`config.mk`:
```
export PLATFORM = sky130hd
export DESIGN_NAME = deadlock_safety_check
export DESIGN_NICKNAME = d
export VERILOG_FILES = /design/src/rtl/dsc_pkg.sv /design/src/rtl/dsc_row_store.sv /design/src/rtl/dsc_alu.sv /design/src/rtl/deadlock_safety_check.sv
export SDC_FILE = /design/constraint.sdc
export NUM_CORES = 1
export LEC_CHECK = 0
export BUFFER_PORTS_ARGS = -buffer_cell sky130_fd_sc_hd__buf_2
export CORE_ASPECT_RATIO = 1.25
export CORE_MARGIN = 2
export CORE_UTILIZATION = 55
export CTS_BUF_LIST = sky130_fd_sc_hd__clkbuf_8
export DETAILED_ROUTE_END_ITERATION = 8
export GPL_TIMING_DRIVEN = 0
export PLACE_DENSITY_LB_ADDON = 0.08
export SETUP_SLACK_MARGIN = 0.3
export SYNTH_ARGS = -nofsm -noshare
export SYNTH_HDL_FRONTEND = slang
export SYNTH_SLANG_ARGS = --single-unit
```
`constraint.sdc`:
```
create_clock -name i_clk -period 10.3 [get_ports i_clk]
set_clock_uncertainty 0.15 [all_clocks]
set_input_delay 1.545 -clock i_clk [delete_from_list [all_inputs] [get_ports i_clk]]
set_output_delay 1.545 -clock i_clk [all_outputs]
set_load 0.1 [all_outputs]
```
`src/rtl/dsc_pkg.sv`:
```
// Shared types, constants and helpers for the deadlock safety check.
// No dependencies; imported by every module of the block.
package dsc_pkg;

    localparam int NUM_RES         = 3;
    localparam int FIELD_W         = 8;
    localparam int AVAIL_W         = 12;
    localparam int PROC_W          = 4;
    localparam int DEF_NUM_PROCS   = 8;
    localparam int DEF_COUNT_WIDTH = 8;

    localparam logic [AVAIL_W-1:0] AVAIL_MAX = {AVAIL_W{1'b1}};

    typedef logic [FIELD_W-1:0] t_cnt;
    typedef logic [AVAIL_W-1:0] t_avail;

    // Opcodes of an input transfer
    localparam logic OP_LOAD = 1'b0;
    localparam logic OP_RUN  = 1'b1;

    typedef enum logic {
        ST_IDLE,
        ST_SCAN
    } t_state;

    // One process row as read from the row store
    typedef struct packed {
        t_cnt [NUM_RES-1:0] alloc;
        t_cnt [NUM_RES-1:0] need;
    } t_row;

    // Result of the shared compare/add unit
    typedef struct packed {
        logic                 fits;
        t_avail [NUM_RES-1:0] sum;
    } t_alu_res;

    // Need is claim minus allocation, floored at zero
    function automatic t_cnt need_of(input t_cnt claim, input t_cnt alloc);
        need_of = (claim > alloc) ? t_cnt'(claim - alloc) : '0;
    endfunction

endpackage

```
`src/rtl/dsc_row_store.sv`:
```
// Row store: allocation and need per process, written by load transfers.
// Depends on dsc_pkg.
module dsc_row_store
    import dsc_pkg::*;
#(
    parameter int NUM_PROCS   = DEF_NUM_PROCS,
    parameter int COUNT_WIDTH = DEF_COUNT_WIDTH
) (
    input  logic                                         i_clk,
    input  logic                                         i_rst_n,
    input  logic                                         i_wr_en,
    input  logic [(NUM_PROCS > 1 ? $clog2(NUM_PROCS) : 1)-1:0] i_wr_addr,
    input  t_cnt [NUM_RES-1:0]                           i_alloc,
    input  t_cnt [NUM_RES-1:0]                           i_claim,
    input  logic [(NUM_PROCS > 1 ? $clog2(NUM_PROCS) : 1)-1:0] i_rd_addr,
    output t_row                                         o_row
);

    localparam int   CW       = (COUNT_WIDTH < FIELD_W) ? COUNT_WIDTH : FIELD_W;
    localparam t_cnt CNT_MASK = t_cnt'((1 << CW) - 1);

    t_row r_rows [NUM_PROCS];
    t_row n_row;

    // Mask counts and form the need of the incoming row
    always_comb begin
        for (int r = 0; r < NUM_RES; r++) begin
            n_row.alloc[r] = i_alloc[r] & CNT_MASK;
            n_row.need[r]  = need_of(i_claim[r] & CNT_MASK, i_alloc[r] & CNT_MASK);
        end
    end

    // Hold rows; clear all of them at reset
    always_ff @(posedge i_clk) begin
        if (!i_rst_n) begin
            for (int p = 0; p < NUM_PROCS; p++) begin
                r_rows[p] <= '0;
            end
        end else if (i_wr_en) begin
            r_rows[i_wr_addr] <= n_row;
        end
    end

    assign o_row = r_rows[i_rd_addr];

endmodule

```
`src/rtl/dsc_alu.sv`:
```
// Shared compare/add unit: tests a need row against available and forms
// the saturated sum of available and allocation. Depends on dsc_pkg.
module dsc_alu
    import dsc_pkg::*;
(
    input  t_row                 i_row,
    input  t_avail [NUM_RES-1:0] i_avail,
    output t_alu_res             o_res
);

    logic [AVAIL_W:0] sum_w [NUM_RES];
    logic [NUM_RES-1:0] fit_r;

    // Compare each resource and add with saturation
    always_comb begin
        for (int r = 0; r < NUM_RES; r++) begin
            fit_r[r]  = t_avail'(i_row.need[r]) <= i_avail[r];
            sum_w[r]  = {1'b0, i_avail[r]} + (AVAIL_W+1)'(i_row.alloc[r]);
            o_res.sum[r] = sum_w[r][AVAIL_W] ? AVAIL_MAX : sum_w[r][AVAIL_W-1:0];
        end
        o_res.fits = &fit_r;
    end

endmodule

```
`src/rtl/deadlock_safety_check.sv`:
```
// Top level of the deadlock safety check: command port, scan sequencer.
// Depends on dsc_pkg, dsc_row_store and dsc_alu.
//
// Usage: drive the input ports and raise start while busy is low; the
// transfer is taken at that clock edge. A load (opcode 0) writes one
// process row and leaves busy low, so loads may follow every
// cycle. A run (opcode 1) raises busy and scans the process rows, one row
// per cycle through a single shared compare/add unit, pass after pass.
// Each completed process gives one result with o_valid high for one cycle,
// the cycle after the row was examined. A pass that completes nobody ends
// the run with an unsafe result (o_finished_proc 0, o_safe 0, o_last 1).
// The number of passes a run makes is set by how the completions unlock.
// busy drops on the cycle the final result appears.
// The receiver cannot stall: results are presented once and never held.
// Reset (i_rst_n low, synchronous) clears all rows, done marks and the
// available vector and returns the sequencer to idle.
module deadlock_safety_check
    import dsc_pkg::*;
#(
    parameter int NUM_PROCS   = DEF_NUM_PROCS,
    parameter int COUNT_WIDTH = DEF_COUNT_WIDTH
) (
    input  logic               i_clk,
    input  logic               i_rst_n,
    input  logic               start,
    output logic               busy,
    input  logic               i_opcode,
    input  logic [2:0]         i_proc_index,
    input  logic [FIELD_W-1:0] i_alloc_a,
    input  logic [FIELD_W-1:0] i_alloc_b,
    input  logic [FIELD_W-1:0] i_alloc_c,
    input  logic [FIELD_W-1:0] i_claim_a,
    input  logic [FIELD_W-1:0] i_claim_b,
    input  logic [FIELD_W-1:0] i_claim_c,
    input  logic [FIELD_W-1:0] i_free_a,
    input  logic [FIELD_W-1:0] i_free_b,
    input  logic [FIELD_W-1:0] i_free_c,
    output logic               o_valid,
    output logic [PROC_W-1:0]  o_finished_proc,
    output logic               o_safe,
    output logic [AVAIL_W-1:0] o_avail_a,
    output logic [AVAIL_W-1:0] o_avail_b,
    output logic [AVAIL_W-1:0] o_avail_c,
    output logic               o_last
);

    localparam int IW  = (NUM_PROCS > 1) ? $clog2(NUM_PROCS) : 1;
    localparam int CNW = $clog2(NUM_PROCS + 1);
    localparam int CW  = (COUNT_WIDTH < FIELD_W) ? COUNT_WIDTH : FIELD_W;

    localparam logic [IW-1:0]  LAST_PTR  = IW'(NUM_PROCS - 1);
    localparam logic [CNW-1:0] LAST_CNT  = CNW'(NUM_PROCS - 1);
    localparam logic [4:0]     NP5       = 5'(NUM_PROCS);
    localparam t_cnt           CNT_MASK  = t_cnt'((1 << CW) - 1);

    t_state r_state, n_state;

    logic [IW-1:0]        r_ptr;
    logic [CNW-1:0]       r_cnt;
    logic                 r_prog;
    logic [NUM_PROCS-1:0] r_done;
    t_avail [NUM_RES-1:0] r_avail;

    logic               accept, load_go, run_go;
    logic [4:0]         idx5;
    logic [4:0]         proc5;
    t_row               row;
    t_alu_res           alu;
    logic               scanning, take, pass_end, all_done, unsafe;
    t_cnt [NUM_RES-1:0] alloc_in, claim_in;
    t_avail [NUM_RES-1:0] free_in;

    // Decode the command transfer
    assign accept  = start && !busy;
    assign load_go = accept && (i_opcode == OP_LOAD) && (idx5 < NP5);
    assign run_go  = accept && (i_opcode == OP_RUN);
    assign idx5    = {2'b00, i_proc_index};

    assign alloc_in = {i_alloc_c, i_alloc_b, i_alloc_a};
    assign claim_in = {i_claim_c, i_claim_b, i_claim_a};
    assign free_in  = {t_avail'(i_free_c & CNT_MASK), t_avail'(i_free_b & CNT_MASK),
                       t_avail'(i_free_a & CNT_MASK)};

    dsc_row_store #(
        .NUM_PROCS   (NUM_PROCS),
        .COUNT_WIDTH (COUNT_WIDTH)
    ) u_rows (
        .i_clk     (i_clk),
        .i_rst_n   (i_rst_n),
        .i_wr_en   (load_go),
        .i_wr_addr (idx5[IW-1:0]),
        .i_alloc   (alloc_in),
        .i_claim   (claim_in),
        .i_rd_addr (r_ptr),
        .o_row     (row)
    );

    dsc_alu u_alu (
        .i_row   (row),
        .i_avail (r_avail),
        .o_res   (alu)
    );

    // Decisions for the row under the scan pointer
    assign take     = scanning && !r_done[r_ptr] && alu.fits;
    assign pass_end = (r_ptr == LAST_PTR);
    assign all_done = take && (r_cnt == LAST_CNT);
    assign unsafe   = scanning && pass_end && !take && !r_prog;
    assign proc5    = 5'(r_ptr) + 5'd1;

    // Next state
    always_comb begin
        n_state = r_state;
        unique case (r_state)
            ST_IDLE: if (run_go) n_state = ST_SCAN;
            ST_SCAN: if (all_done || unsafe) n_state = ST_IDLE;
            default: n_state = ST_IDLE;
        endcase
    end

    // Sequencer outputs
    always_comb begin
        unique case (r_state)
            ST_SCAN: begin
                busy     = 1'b1;
                scanning = 1'b1;
            end
            default: begin
                busy     = 1'b0;
                scanning = 1'b0;
            end
        endcase
    end

    always_ff @(posedge i_clk) begin
        if (!i_rst_n) begin
            r_state <= ST_IDLE;
        end else begin
            r_state <= n_state;
        end
    end

    // Scan state: pointer, completion count, pass progress, done marks, available
    always_ff @(posedge i_clk) begin
        if (!i_rst_n) begin
            r_ptr   <= '0;
            r_cnt   <= '0;
            r_prog  <= 1'b0;
            r_done  <= '0;
            r_avail <= '0;
        end else if (run_go) begin
            r_ptr   <= '0;
            r_cnt   <= '0;
            r_prog  <= 1'b0;
            r_done  <= '0;
            r_avail <= free_in;
        end else if (scanning) begin
            r_ptr  <= pass_end ? '0 : r_ptr + 1'b1;
            r_prog <= pass_end ? 1'b0 : (r_prog || take);
            if (take) begin
                r_done[r_ptr] <= 1'b1;
                r_cnt         <= r_cnt + 1'b1;
                r_avail       <= alu.sum;
            end
        end
    end

    // Result strobe
    always_ff @(posedge i_clk) begin
        if (!i_rst_n) begin
            o_valid <= 1'b0;
        end else begin
            o_valid <= take || unsafe;
        end
    end

    // Result payload
    always_ff @(posedge i_clk) begin
        if (take || unsafe) begin
            o_finished_proc <= take ? proc5[PROC_W-1:0] : '0;
            o_safe          <= all_done;
            o_last          <= all_done || unsafe;
            o_avail_a       <= take ? alu.sum[0] : r_avail[0];
            o_avail_b       <= take ? alu.sum[1] : r_avail[1];
            o_avail_c       <= take ? alu.sum[2] : r_avail[2];
        end
    end

    // A final result always returns the sequencer to idle
    a_last_idles: assert property (@(posedge i_clk) disable iff (!i_rst_n)
        o_valid && o_last |-> !busy)
        else $error("final result while still scanning");

    // Results only come out of a scan
    a_valid_from_scan: assert property (@(posedge i_clk) disable iff (!i_rst_n)
        o_valid |-> $past(busy))
        else $error("result strobe without a scan");

    // Safe is only reported on the final result
    a_safe_last: assert property (@(posedge i_clk) disable iff (!i_rst_n)
        o_valid && o_safe |-> o_last)
        else $error("safe flag on a non-final result");

    // Whenever busy falls, a final result is presented with it
    a_end_strobe: assert property (@(posedge i_clk) disable iff (!i_rst_n)
        $fell(busy) |-> o_valid && o_last)
        else $error("scan ended without a final result");

endmodule

```
==> flow_summary.yaml <==
setup_path:
  startpoint_type: "flop"
  cp_slowest_cell: "o41ai_1"
  cp_max_fo: 10
  cp_cell_sequence: "clkbuf_1, buf_1, buf_2, mux4_2, mux2_2, ha_1, fa_1, a21oi_1, o211ai_1, o41ai_1, nand2b_1, nand3_1, nor2_1, nor2_1"
  path_depth: 14
  reg2reg_depth: 14
  max_stage_delay_ps: 750
  arrival_ps: 6090
  required_ps: 10560
  critPathCaptureType: "flop"
  worstSetupPathType: "reg2reg"
  cp.buffers_inverters: 3
  crit_family: "buffers and inverters"
  worst_path_most_repeated_cell: "nor2_1"
detailed_routing:
  drt_first_pass_iters: 7
  wirelength_um: 62640
  ant_nets: 0
  first_iter_violations: 1322
  route.detailed.drc: 0
  wl_per_cell_um: 24.65
  num_vias: 15190
  viasPerCell: 5.977
cts:
  hold_buffers: 0
  clockBufferDepth: 3
  cts.clk_slew.worst_paths_ps: 60
  clock_latency_ps: 660
  numCtsBuffers: 77
  postCtsSetupRepairBufs: 0
  clock_sinks: 483
  root_buffer: "clkbuf_8"
  cts_tree: "done"
  cts_max_level: 3
  ctsResizeCount: 0
floorplan:
  start_util_pct: 55.68
  die-area_um2: 43180
  dieHeight_um: 231.8
  io_pins: 123
  coreArea_um2: 41020
  die_x_um: 186.3
  num_rows: 83
final_layout:
  drive_above_1_share_pct: 20.66
  final_design_area_no_fill_um2: 25670
  fin_util_pct: 62.58
  nets: 2096
  syn_to_final_growth_pct: 12.39
  diodes: 0
placement:
  place_congestion: 0.8927
  io_buffers: 122
  dpl_cell_area_um2: 24230
  hpwl_um: 42420
timing:
  fin_crit_sh_pct: 56.68
  finalCriticalPeriod_ps: 5838
  rsz0062_at_grt: "no"
  fin_setup_tns_ps: 0
  setup_violations: 0
  slew_viol_final: 0
  fmax_ghz: 0.1713
  hold_viol_final: 0
  worst_slew_pin_slew_ps: 1433
  slew_headroom_pct: 4.488
synthesis:
  yosys_warnings: 0
  netlist_area_um2: 22840
  ys_seq_elements: 483
  synthCells: 1734
  synthArstFlopShare_pct: 0
  synth.area.top_cells: "edfxtp_1, mux4_2, nor2_1"
  avgSynthCellArea_um2: 13.17
  synth_top_area_share_pct: 56.01
  ys_seq_area_share_pct: 61.00
  yosysMostFrequentCell: "edfxtp_1"
  synth_common_cells: "edfxtp_1, nor2_1, mux4_2, ha_1, nand2_1"
  synth.distinct_cells: 68
  synth_edf_count: 426
  ys.flop_type: "edfxtp_1"
  yosys.area.top_type: "edfxtp_1"
  syn_nets: 1894
power:
  p_sw_share_pct: 26.37
  combPwrFrac_pct: 12.2
  leakagePower_nw: 9.691
  clock_power_share_pct: 36.5
  seq_power_share_pct: 51.3
  ir_drop_mv: 0.1096
  powerDensity_nw_per_um2: 168.4
  p_sw_mw: 1.140
  p_total_mw: 4.322
  internal_power_mw: 3.182
flow_run:
  maxCapViolCount: 0
global_routing:
  first_global_vias: 15630
  grt_overflow: 0
  grt_pass1_wl_um: 93870
  gr-usage-all-layers_pct: 30.17
  antenna_found_initial: 0
  grt_max_degree: 49
worst_hold_path:
  whs_path_depth: 2
  hp-class: "reg2reg"
run_status:
  status: "finished, final reports clean"
[kinds of logic (layout without fill, tap and decap cells)]
logic type               Yosys count  in the layout  synth area share [%]
flip-flops                       483            483                 61.00
buffers and inverters            152            407                 2.684
multiplexers                     155            155                 12.42
XOR/XNOR                          35             35                 1.342
AND/OR/NAND/NOR                  641            641                 12.12
adder cells (fa/ha/maj)           81             81                 4.634
AO/OA/AOI/OAI                    187            187                 5.790
[metrics by stage]
step | setup slack (ps) | cells | hold slack [ps]
after floorplan | 4694 | 1734 | 264.4
after global placement | 2843 | 2408 | 292.7
after detailed placement | 4432 | 2409 | 301.7
after CTS | 4412 | 2541 | 313.1
after global routing | 4025 | 2541 | 342.1
final | 4462 | 2541 | 316.1
[cell type report]
type,count,area [um2]
well taps,552,690.7
inverters,59,221.5
repair buffers,123,630.6
flip-flops and latches,483,13930
multi-input cells,1099,8366
clock inverters,49,294.0
fillers,3258,15350
plain buffers,93,391.6
clock buffers,83,1142
[sequential cells by signal (all words and copies together) (netlist names), 4 cells and up, named ones only]
| register | count |
|---|---|
| o_avail_a | 12 |
| u_rows.r_rows | 384 |
| r_avail | 36 |
| r_cnt | 4 |
| o_avail_c | 12 |
| o_finished_proc | 4 |
| o_avail_b | 12 |
| r_done | 8 |
[worst reg2reg max path, cell delays in order (launching register included)]
cell      delay, ps
dfxtp_1         310
clkbuf_1        380
buf_1           620
buf_2           550
mux4_2          580
mux2_2          380
ha_1            240
fa_1            430
a21oi_1         190
o211ai_1        150
o41ai_1         750
nand2b_1        230
nand3_1         280
nor2_1          300
nor2_1           70
[per-layer routing]
layer  track usage, %  up-vias  part of all wire [%]
met5                0        -                     0
met4            12.84        0                   3.7
met3            5.050      138                   6.7
met2            52.04      661                    51
met1            37.53     7559                    39
li1                 -     6829                     -
[path summary, 6_finish.rpt]
kind                                        startpoint                     end  slack [ps]
worst max register to register                    flop  o_avail_b[7]$_DFFE_PP_        4460
worst min register to register  r_done[2]$_SDFFE_PP0P_  r_done[2]$_SDFFE_PP0P_         320
worst max-delay path                              flop  o_avail_b[7]$_DFFE_PP_        4460
worst min-delay path            r_done[2]$_SDFFE_PP0P_  r_done[2]$_SDFFE_PP0P_         320
[power groups by stage]
stage | Sequential (mW) | Clock (mW) | Combinational (mW)
floorplan | 2.29 | 0 | 0.316
global placement | 2.26 | 0 | 0.514
detailed placement | 2.26 | 0 | 0.524
CTS | 2.22 | 1.59 | 0.526
global route | 2.22 | 1.67 | 0.569
finish | 2.22 | 1.58 | 0.526
[cell usage in the layout (no fill, tap or decap), types with 17 or more instances in the layout]
master,netlist,final
nor2b_1,17,17
a21oi_1,52,52
ha_1,75,75
and3_1,34,34
inv_1,38,58
clkinv_1,21,33
nor3_1,17,17
buf_2,9,131
nor2_1,418,418
nand3_1,21,21
dfxtp_1,57,57
edfxtp_1,426,426
mux2_2,47,47
xnor2_1,20,20
mux4_2,98,98
clkbuf_8,0,83
o21ai_0,33,32
nand2_1,74,66
clkbuf_1,71,71
Power figures use the tool's default switching activity.
